### config.mk
export PLATFORM = sky130hd
export DESIGN_NAME = fdl_ctrl
export DESIGN_NICKNAME = d
export VERILOG_FILES = /design/src/design/fdl_pkg.sv /design/src/design/fdl_ctrl.sv
export SDC_FILE = /design/constraint.sdc
export NUM_CORES = 1
export LEC_CHECK = 0
export BUFFER_PORTS_ARGS = -buffer_cell sky130_fd_sc_hd__buf_2
export CORE_MARGIN = 2
export CORE_UTILIZATION = 46
export DETAILED_ROUTE_END_ITERATION = 12
export PLACE_DENSITY = 0.73
export SLEW_MARGIN = 20
export SYNTH_ARGS = -nofsm -noshare
export SYNTH_HDL_FRONTEND = slang
export SYNTH_SLANG_ARGS = --single-unit
### constraint.sdc
create_clock -name clk_i -period 1.65 [get_ports clk_i]
set_input_delay 0.0825 -clock clk_i [delete_from_list [all_inputs] [get_ports clk_i]]
set_output_delay 0.0825 -clock clk_i [all_outputs]
set_load 0.03 [all_outputs]
### src/design/fdl_pkg.sv
// ----------------------------------------------------------------------------
// fdl_pkg
// Shared types and constants of the feedback delay line unit.
// ----------------------------------------------------------------------------
package fdl_pkg;
  localparam int unsigned RegW = 16;
  // fraction bits of the delay position
  localparam int unsigned FracBits = 16;
  localparam logic [2:0] RegDelay    = 3'd0;
  localparam logic [2:0] RegFeedback = 3'd1;
  localparam logic [2:0] RegWet      = 3'd2;
  localparam logic [2:0] RegRate     = 3'd3;
  localparam logic [2:0] RegSmooth   = 3'd4;

  // controller commands to the datapath, one per step
  typedef enum logic [10:0] {
    CmdNone    = 11'b00000000001,
    CmdTarget  = 11'b00000000010,
    CmdDiv     = 11'b00000000100,
    CmdSmooth  = 11'b00000001000,
    CmdPos     = 11'b00000010000,
    CmdRead0   = 11'b00000100000,
    CmdRead1   = 11'b00001000000,
    CmdInterp  = 11'b00010000000,
    CmdFeed    = 11'b00100000000,
    CmdStore   = 11'b01000000000,
    CmdClear   = 11'b10000000000
  } cmd_e;

  typedef struct packed {
    cmd_e cmd;
    logic load_x;
  } ctl_t;

  typedef struct packed {
    logic div_done;
    logic clr_done;
  } sts_t;
endpackage

### src/design/fdl_ctrl.sv
// ----------------------------------------------------------------------------
// fdl_ctrl
// Sequencer: clear pass after reset, then one sample at a time.
// ----------------------------------------------------------------------------
module fdl_ctrl (
  input  logic          clk_i,
  input  logic          rst_ni,
  input  logic          in_valid_i,
  output logic          in_stall_o,
  output logic          out_valid_o,
  input  logic          out_stall_i,
  input  fdl_pkg::sts_t sts_i,
  output fdl_pkg::ctl_t ctl_o
);
  typedef enum logic [11:0] {
    StClear = 12'b000000000001, StIdle = 12'b000000000010, StTgt = 12'b000000000100,
    StDiv = 12'b000000001000, StSm = 12'b000000010000, StPos = 12'b000000100000,
    StRd0 = 12'b000001000000, StRd1 = 12'b000010000000, StIp = 12'b000100000000,
    StFb = 12'b001000000000, StSt = 12'b010000000000, StOut = 12'b100000000000
  } state_e;
  state_e state_q, state_d;

  always_ff @(posedge clk_i or negedge rst_ni) begin
    if (!rst_ni) state_q <= StClear;
    else state_q <= state_d;
  end

  always_comb begin
    state_d = state_q;
    ctl_o.cmd = fdl_pkg::CmdNone;
    ctl_o.load_x = 1'b0;
    unique case (state_q)
      StClear: begin ctl_o.cmd = fdl_pkg::CmdClear; if (sts_i.clr_done) state_d = StIdle; end
      StIdle: if (in_valid_i) begin ctl_o.load_x = 1'b1; state_d = StTgt; end
      StTgt: begin ctl_o.cmd = fdl_pkg::CmdTarget; state_d = StDiv; end
      StDiv: begin ctl_o.cmd = fdl_pkg::CmdDiv; if (sts_i.div_done) state_d = StSm; end
      StSm: begin ctl_o.cmd = fdl_pkg::CmdSmooth; state_d = StPos; end
      StPos: begin ctl_o.cmd = fdl_pkg::CmdPos; state_d = StRd0; end
      StRd0: begin ctl_o.cmd = fdl_pkg::CmdRead0; state_d = StRd1; end
      StRd1: begin ctl_o.cmd = fdl_pkg::CmdRead1; state_d = StIp; end
      StIp: begin ctl_o.cmd = fdl_pkg::CmdInterp; state_d = StFb; end
      StFb: begin ctl_o.cmd = fdl_pkg::CmdFeed; state_d = StSt; end
      StSt: begin ctl_o.cmd = fdl_pkg::CmdStore; state_d = StOut; end
      StOut: if (!out_stall_i) state_d = StIdle;
      default: state_d = StIdle;
    endcase
  end

  assign in_stall_o  = (state_q != StIdle);
  assign out_valid_o = (state_q == StOut);
endmodule

==> key figures, run 1 <==
Synthesis
  – Compound-Gate Fraction of Synth Area: a little under 9%
  – Main synth FF type: dfrtp_1
  – Fraction of the mapped netlist area in adder cells: 0%
  – Synth top area share: 34.4%
  – Synth area leaders: dfrtp_1, nor4b_1, nor4_4, buf_2, dfstp_2
  – Seq cells post-synth: 12
  – Post-synthesis simple-gate area fraction: a little under half
  – Post-synth EDFFs: 0
  – Cell count after synthesis: 82
  – Synthesized cell area: 801 µm²
  – Register area share after synthesis: 37.7%
  – Ys Warns: 0
  – Mux cell area share after synthesis: 0%
  – Synthesized Nets: slightly below 90
  – Syn_area_per_cell: between 9 and 10 µm²
  – FFs w/ async S/R, synth: 100%
  – Xor-xnor portion of the synthesized cell area: roughly 2.2%
  – Count of cell types in the netlist: 32
  – Main combinational cell family by area after synthesis: simple AND/OR/NAND/NOR gates
  – Synth area leader: dfrtp_1

Floorplanning
  – I/O pin cnt: 20
  – Die W: between 40 and 50 µm
  – Std-Cell Rows: 15
  – Die Y: around 46 µm
  – Starting Density: 47.4%

Placed design
  – RD Place Congestion: roughly 0.75
  – Buffers on Ports: 19
  – Post-DP HPWL: ~1.6 mm
  – Cell Area, Placed: ~1200 µm²

Run status
  – First Err: [ERROR DPL-0038] Utilization greater than 100%, impossible to legalize
  – Status: stopped before the end
  – Fail Step: global routing

Clocking
  – CTS buffer count: 3
  – H-tree levels: 1
  – Num Clock Sinks: 12
  – Clock buffer depth: 2
  – CTS Root Cell: clkbuf_4

Timing
  – WEP type: top-level output
  – GR repair worst EP: ctl_o[1]

GRT
  – Pin count of the biggest net entering global routing: 13
==> repair_timing <==
action / CTS
hold buffers: 2
pin swaps: 17
setup buffers: 14
setup endpoints to repair: 19
resized for setup: 57
hold endpoints to repair: 13
==> cell families after synthesis <==
| kind of cell | count (synthesis) |
|---|---|
| AOI/OAI and AO/OA | 10 |
| xor gates and xnor gates | 2 |
| buffers and inverters | 9 |
| DFF | 12 |
| and+or+nand+nor | 49 |
==> synth_stat cells (all sizes together), types with 2 or more instances <==
library cell	count
dfrtp	11
nand2b	3
nor4	5
nand3b	2
buf	7
and2	2
nand3	3
and4	2
inv	2
xor2	2
nand2	4
nor4b	11
nor3b	2
nor2	6
nor3	5
o21ai	4
==> per-stage QoR <==
| step | instances | setup WS, ps |
|---|---|---|
| 4_1_cts | 154 | -315 |
| 3_5_place_dp | 136 | -108 |
| 3_3_place_gp | 136 | -30.1 |
| 2_1_floorplan | 82 | -196 |
==> run 2, diff against run 1 <==
CORE_AREA = 2 2 63 65   (was unset)
CORE_MARGIN = unset   (was 2)
CORE_UTILIZATION = unset   (was 46)
DIE_AREA = 0 0 65 67   (was unset)
PLACE_DENSITY = unset   (was 0.73)
PLACE_DENSITY_LB_ADDON = 0.15   (was unset)
clock period = 2.15 ns   (was 1.65 ns; I/O delays follow)
==> run 2 against run 1 <==
  * The flow now finishes without violations
  * Synthesized area unchanged
  * Synthesized cell count unchanged
==> key figures, run 2 <==
Cells and area
  – Share of layout cells above drive strength 1: a little under two fifths
  – Area Overhead vs Synth: 33.3%
  – Biggest regs: state_q x12
  – Fin cells: roughly 150
  – Ant diodes: 0
  – Most frequent cells in the layout: buf_2, dfrtp_1, nor4b_1, buf_4, nor2_1
  – Largest reg by FF count: state_q
  – Max reg flops: 12
  – Most common cell after layout, fill and taps aside: buf_2
  – Final net count: around 110

Clocking
  – Num Clock Sinks: 12
  – Clk Latency, worst-skew pair: 240 ps
  – Clock buffer depth: 2
  – H-tree levels: 1
  – TritonCTS clock tree: yes
  – CTS Root Cell: clkbuf_8
  – CTS buffer count: 3
  – Worst-path clk slew: approximately 60 ps

Worst setup path
  – Data arrival time of the critical path: 1970 ps
  – Critical path class: reg2out
  – CP required: between 2000 and 2500 ps
  – Startpoint types: flip-flop
  – Crit Path Max Fanout: 9
  – Critical Path End Type: output port

Timing
  – Slew headroom: 73.0%
  – RSZ-0062 raised after global routing: true
  – Total negative setup slack: 0 ps
  – Worst Tran Pin Value: 404 ps
  – Worst Clk Skew: about 1.1 ps
  – Final Max Slew Viols: 0
  – Final Hold Viols: 0
  – Final setup viols: 0
  – Tmin final: 2080 ps
  – Final period util: between 90% and 100%
  – Max frequency: 0.481 GHz

Placed design
  – Dpl cells: 147
  – Buffers on Ports: 19
  – Post-DP HPWL: 1.46 mm
  – RD Place Congestion: 0.796

Synthesis
  – Ys Warns: 0
  – Synth top area share: 34.4%
  – Syn_area_per_cell: 9.77 µm²
  – Main synth FF type: dfrtp_1
  – Most frequent cell after synthesis: dfrtp_1
  – Synthesized cell area: 801 µm²
  – Synthesized Nets: slightly below 90
  – Most common library cells after synthesis: dfrtp_1, nor4b_1, buf_2, nor2_1, nor3_1
  – Post-synth EDFFs: 0
  – Register area share after synthesis: a little under two fifths
  – Synth area leaders: dfrtp_1, nor4b_1, nor4_4, buf_2, dfstp_2
  – Cell count after synthesis: between 80 and 90
  – Synth area leader: dfrtp_1
  – FFs w/ async S/R, synth: 100%
  – Seq cells post-synth: 12
  – Count of cell types in the netlist: 32

Floorplanning
  – Core Box Area: roughly 3600 µm²
  – I/O pin cnt: 20
  – DIE AREA: around 4400 µm²
  – Std-Cell Rows: 22
  – Starting Density: 22.2%
  – Die W: between 60 and 70 µm
  – Die Y: 67 µm

Power
  – Combinational power share: between 50 and 60%
  – Pwr dens: about 1100 nW/µm²
  – Switching Share: between 40% and 50%
  – Post-layout power: 1.19 mW
  – Reg power frac: a little over a quarter
  – P_int: about 0.67 mW
  – Peak VDD IR: roughly 320 µV
  – Leakage: a little under 0.5 nW
  – Clock share of power: 21.1%
  – Switching power total: 0.524 mW

Drt
  – Vias/cell: between 4 and 5
  – Wire per inst: around 13 µm
  – DR DRC count: 0
  – Vias: ~700
  – Aggregate routed wire length: roughly 2 mm
  – Pre-antenna DRT Iters: 4
  – Antenna viol nets, final: 0
  – Number of DRC markers in iteration 0: 25

Job
  – Max_cap viols: 0

GRT
  – Vias in the first global route: between 600 and 700
  – Antenna violations before repair: 0
  – Global Route Usage Sum: 9.77%
  – Grt total ovfl: 0
  – First-pass GRT wire length: between 3 and 4 mm
  – Pin count of the biggest net entering global routing: 13

Run status
  – Status: finished, final reports clean

Min path
  – Hold crit path type: in2reg
run 2: cell counts after synthesis:
No cell type changed its count.
run 2: final timing paths:
path                                         start                       to  slack, ps  cells after the start
setup / recovery           state_q[10]$_DFFE_PN0P_                 ctl_o[1]         70                      4
hold / removal                         out_stall_i  state_q[11]$_DFFE_PN0P_         90                      2
setup reg to reg            state_q[4]$_DFFE_PN0P_   state_q[1]$_DFFE_PN0P_        290                      5
hold reg to reg            state_q[11]$_DFFE_PN0P_  state_q[10]$_DFFE_PN0P_        640                      1
max in group asynchronous                   rst_ni   state_q[0]$_DFFE_PN1P_       1580                      2
min in group asynchronous                   rst_ni  state_q[10]$_DFFE_PN0P_        290                      2
run 2: cell type report:
cell class	instances	area, µm²
Fill cell	389	2540
Multi-Input combinational cell	61	475
Sequential cell	12	302
Timing Repair Buffer	27	168
Tap cell	48	60.1
Clock buffer	4	55.1
Inverter	2	7.51
run 2: through the flow:
step	cell area [µm²]	hold slack, ps	utilization (%)	setup slack (ps)
after floorplan	812	-188	-	-157
after CTS	1050	97.9	29.0	47.3
after global routing	1070	88.4	29.6	-54.1
final	1070	91.4	29.6	72.8
after detailed placement	963	15.0	26.7	261
after global placement	963	13.5	26.7	261
run 2: worst max-delay path: stages (launching register included):
cell and delay [ps]:
dfrtp_1 490, or4b_2 720, o221ai_1 250, nor3_1 80, buf_2 190
run 2: layer usage:
metal	wire, µm	GRT usage (%)	part of all wire, %
met4	40	5.59	2.0
met3	79	1.69	4.0
met5	0	0	0
met1	965	13.2	48
met2	903	14.6	45
run 2: cells by family after synthesis:
logic type | Yosys count | share of synthesized area [%]
and+or+nand+nor | 49 | 45.3
DFF | 12 | 37.7
AOI/OAI and AO/OA | 10 | 8.75
buffers and inverters | 9 | 6.09
xor gates and xnor gates | 2 | 2.19
run 2: timing repair:
item                                   CTS  global route
setup buffers                            0             1
setup endpoints to repair                3             6
resized for setup                        1             5
hold buffers                             2             0
endpoints found under the hold margin   12             0
gates cloned                             0             0
pin swaps                                0             2
run 2: power groups by stage:
stage | Combinational (mW) | Clock (mW) | Sequential (mW)
finish | 0.618 | 0.252 | 0.322
global route | 0.679 | 0.277 | 0.328
CTS | 0.618 | 0.256 | 0.320
detailed placement | 0.603 | 0 | 0.315
global placement | 0.604 | 0 | 0.317
floorplan | 0.440 | 0 | 0.285
No activity file was read; power rests on OpenSTA's default activity.
==> run 3, diff against run 2 <==
==> constraint.sdc (replaced) <==
create_clock -name clk_i -period 2.15 [get_ports clk_i]
set_input_delay 0.1075 -clock clk_i [delete_from_list [all_inputs] [get_ports clk_i]]
set_output_delay 0.1075 -clock clk_i [all_outputs]
set_load 0.01 [all_outputs]
==> run 3 against run 2 <==
  * Non-clock buffer count down 2
  * Clock power up 2%
  * Worst hold slack got worse by 8.9 ps
  * Sequential share of layout area increased by 0.68 points
  * Final cell count shrank 1.3%
  * Core utilization shrank 0.69 points
  * First-iteration DRC count unchanged
  * Sequential power down 2%
  * Worst setup slack improved by 9.3 ps
  * Routed wire length decreased by 1.8%
  * Maximum frequency increased by 0.45%
  * Global-route usage grew 0.061 points
  * Largest power group unchanged
==> key figures, run 3 (synthesis gave the netlist of run 2 again) <==
Run status
  – Status: finished, final reports clean

Cells and area
  – Final net count: about 110
  – Fin cells: between 150 and 200
  – Cell area after layout: roughly 1000 µm²
  – Share of layout cells above drive strength 1: roughly a third
  – Max reg flops: 12
  – Most frequent cells in the layout: buf_2, dfrtp_1, nor4b_1
  – FF+latch area: between 300 and 400 µm²
  – Fill count: between 400 and 500
  – Ant diodes: 0
  – Area Overhead vs Synth: 30.2%
  – Multi-input gate area: around 470 µm²
  – Largest reg by FF count: state_q
  – Post-layout util: between 20% and 30%
  – Biggest regs: state_q x12
  – Most common cell after layout, fill and taps aside: buf_2

Floorplanning
  – Core Box Area: 3610 µm²
  – Starting Density: between 20 and 25%
  – Std-Cell Rows: 22
  – Die Y: between 60 and 70 µm
  – Die W: about 65 µm
  – DIE AREA: between 4000 and 5000 µm²
  – I/O pin cnt: 20

Power
  – Pwr dens: 1060 nW/µm²
  – Peak VDD IR: 223 µV
  – Clock share of power: a little under a quarter
  – P_int: between 0.6 and 0.7 mW
  – Switching Share: between 40% and 50%
  – Leakage: around 0.47 nW
  – Reg power frac: between 20 and 30%
  – Combinational power share: between 40% and 50%
  – Switching power total: 0.451 mW
  – Post-layout power: about 1.1 mW

Worst setup path
  – Data arrival time of the critical path: about 2000 ps
  – Crit path cell chain: or4b_2 -> o221ai_1 -> nor3_1 -> buf_2
  – Worst r2r src: state_q[4]$_DFFE_PN0P_
  – CP required: slightly above 2000 ps
  – Slowest-stage cell, CP: or4b_2
  – R2R setup slack: ~350 ps
  – Critical path class: reg2out
  – Reg-to-Reg End: state_q[1]$_DFFE_PN0P_
  – Critical Path End Type: output port
  – Crit Path Max Fanout: 9
  – CP peak stage delay: around 740 ps
  – R2r worst-path depth: 4
  – Startpoint types: flip-flop

Timing
  – Worst hold slack: slightly above 80 ps
  – Worst Clk Skew: around 2 ps
  – Tmin final: roughly 2100 ps
  – Slew headroom: 76.3%
  – Total negative setup slack: 0 ps
  – Final Max Slew Viols: 0
  – Final Hold Viols: 0
  – Final setup viols: 0
  – Setup ws final: between 80 and 90 ps
  – Worst Tran Pin Value: between 300 and 400 ps
  – Max frequency: approximately 0.48 GHz
  – Final period util: a little over nine tenths

Clocking
  – Clk Latency, worst-skew pair: 250 ps
  – Num Clock Sinks: 12
  – Clock buffer depth: 2
  – TritonCTS clock tree: yes
  – CTS buffer count: 3
  – Worst-path clk slew: roughly 60 ps
  – H-tree levels: 1
  – CTS Root Cell: clkbuf_8

Placed design
  – Dpl cells: about 140
  – Buffers on Ports: 19
  – RD Place Congestion: slightly above 0.7
  – Cell Area, Placed: about 930 µm²
  – Pre-CTS worst setup slack: roughly 270 ps
  – Post-DP HPWL: 1.44 mm

Min path
  – Min-delay src: out_stall_i
  – Hold path depth: 2
  – Hold crit path type: in2reg
  – Endpoint, Worst Hold: state_q[11]$_DFFE_PN0P_

Drt
  – Antenna viol nets, final: 0
  – Pre-antenna DRT Iters: 4
  – Vias/cell: roughly 4.8
  – DR DRC count: 0
  – Wire per inst: approximately 13 µm
  – Number of DRC markers in iteration 0: 25
  – Vias: around 720
  – Aggregate routed wire length: ~2.0 mm

GRT
  – First-pass GRT wire length: about 3.2 mm
  – Grt total ovfl: 0
  – Global Route Usage Sum: approximately a tenth
  – Antenna violations before repair: 0
  – Vias in the first global route: approximately 700
  – Pin count of the biggest net entering global routing: 13

Job
  – Max_cap viols: 0
run 3: cell count changes in the layout (fill, tap and decap cells not counted):
| cell | delta |
|---|---|
| buf_2 | +3 |
| buf_4 | -5 |
| nor3b_1 | +1 |
| nor3b_2 | -1 |
| nor4b_1 | +1 |
| nor4b_2 | -2 |
| nor4b_4 | +1 |
run 3: how the worst max path moves through the flow:
stage | start | endpoint | slack [ps] | cells past startpoint
final | state_q[10]$_DFFE_PN0P_ | ctl_o[1] | 80 | 4
after global routing | state_q[4]$_DFFE_PN0P_ | ctl_o[0] | -3 | 5
after CTS | state_q[4]$_DFFE_PN0P_ | ctl_o[0] | 0.5 | 5
after detailed placement | state_q[4]$_DFFE_PN0P_ | ctl_o[0] | 270 | 5
after global placement | state_q[4]$_DFFE_PN0P_ | ctl_o[0] | 260 | 5
after floorplan | state_q[1]$_DFFE_PN0P_ | ctl_o[6] | 420 | 4
run 3: routing by layer:
| layer | up-vias | GRT usage, % | routed length, µm |
|---|---|---|---|
| met1 | 345 | 12.7 | 944 |
| met3 | 5 | 1.69 | 66 |
| met4 | 0 | 7.45 | 56 |
| li1 | 357 | - | - |
| met5 | - | 0 | 0 |
| met2 | 15 | 14.6 | 888 |
run 3: worst max-delay path: cells and delay by family (launching register included):
family,cells,cell delay [ps]
and+or+nand+nor,2,820
AOI/OAI and AO/OA,1,260
DFF,1,490
buffers and inverters,1,150
run 3: area by class of cell:
| cell class | count | share of cell area [%] |
|---|---|---|
| Clock buffer | 4 | 5.28 |
| Sequential cell | 12 | 28.9 |
| Tap cell | 48 | 5.76 |
| Inverter | 2 | 0.720 |
| Timing Repair Buffer | 25 | 13.9 |
| Multi-Input combinational cell | 61 | 45.4 |
run 3: power by group through the flow:
stage | logic, mW | registers, mW | clock network, mW
floorplan | 0.359 | 0.285 | 0
global placement | 0.483 | 0.309 | 0
detailed placement | 0.479 | 0.311 | 0
CTS | 0.483 | 0.307 | 0.264
global route | 0.595 | 0.321 | 0.274
finish | 0.532 | 0.316 | 0.256
run 3: repair_timing:
action | in CTS | in global routing
setup buffers | 0 | 2
hold buffers | 2 | 0
setup endpoints to repair | 0 | 7
gates resized for setup | 0 | 3
endpoints found under the hold margin | 12 | 0
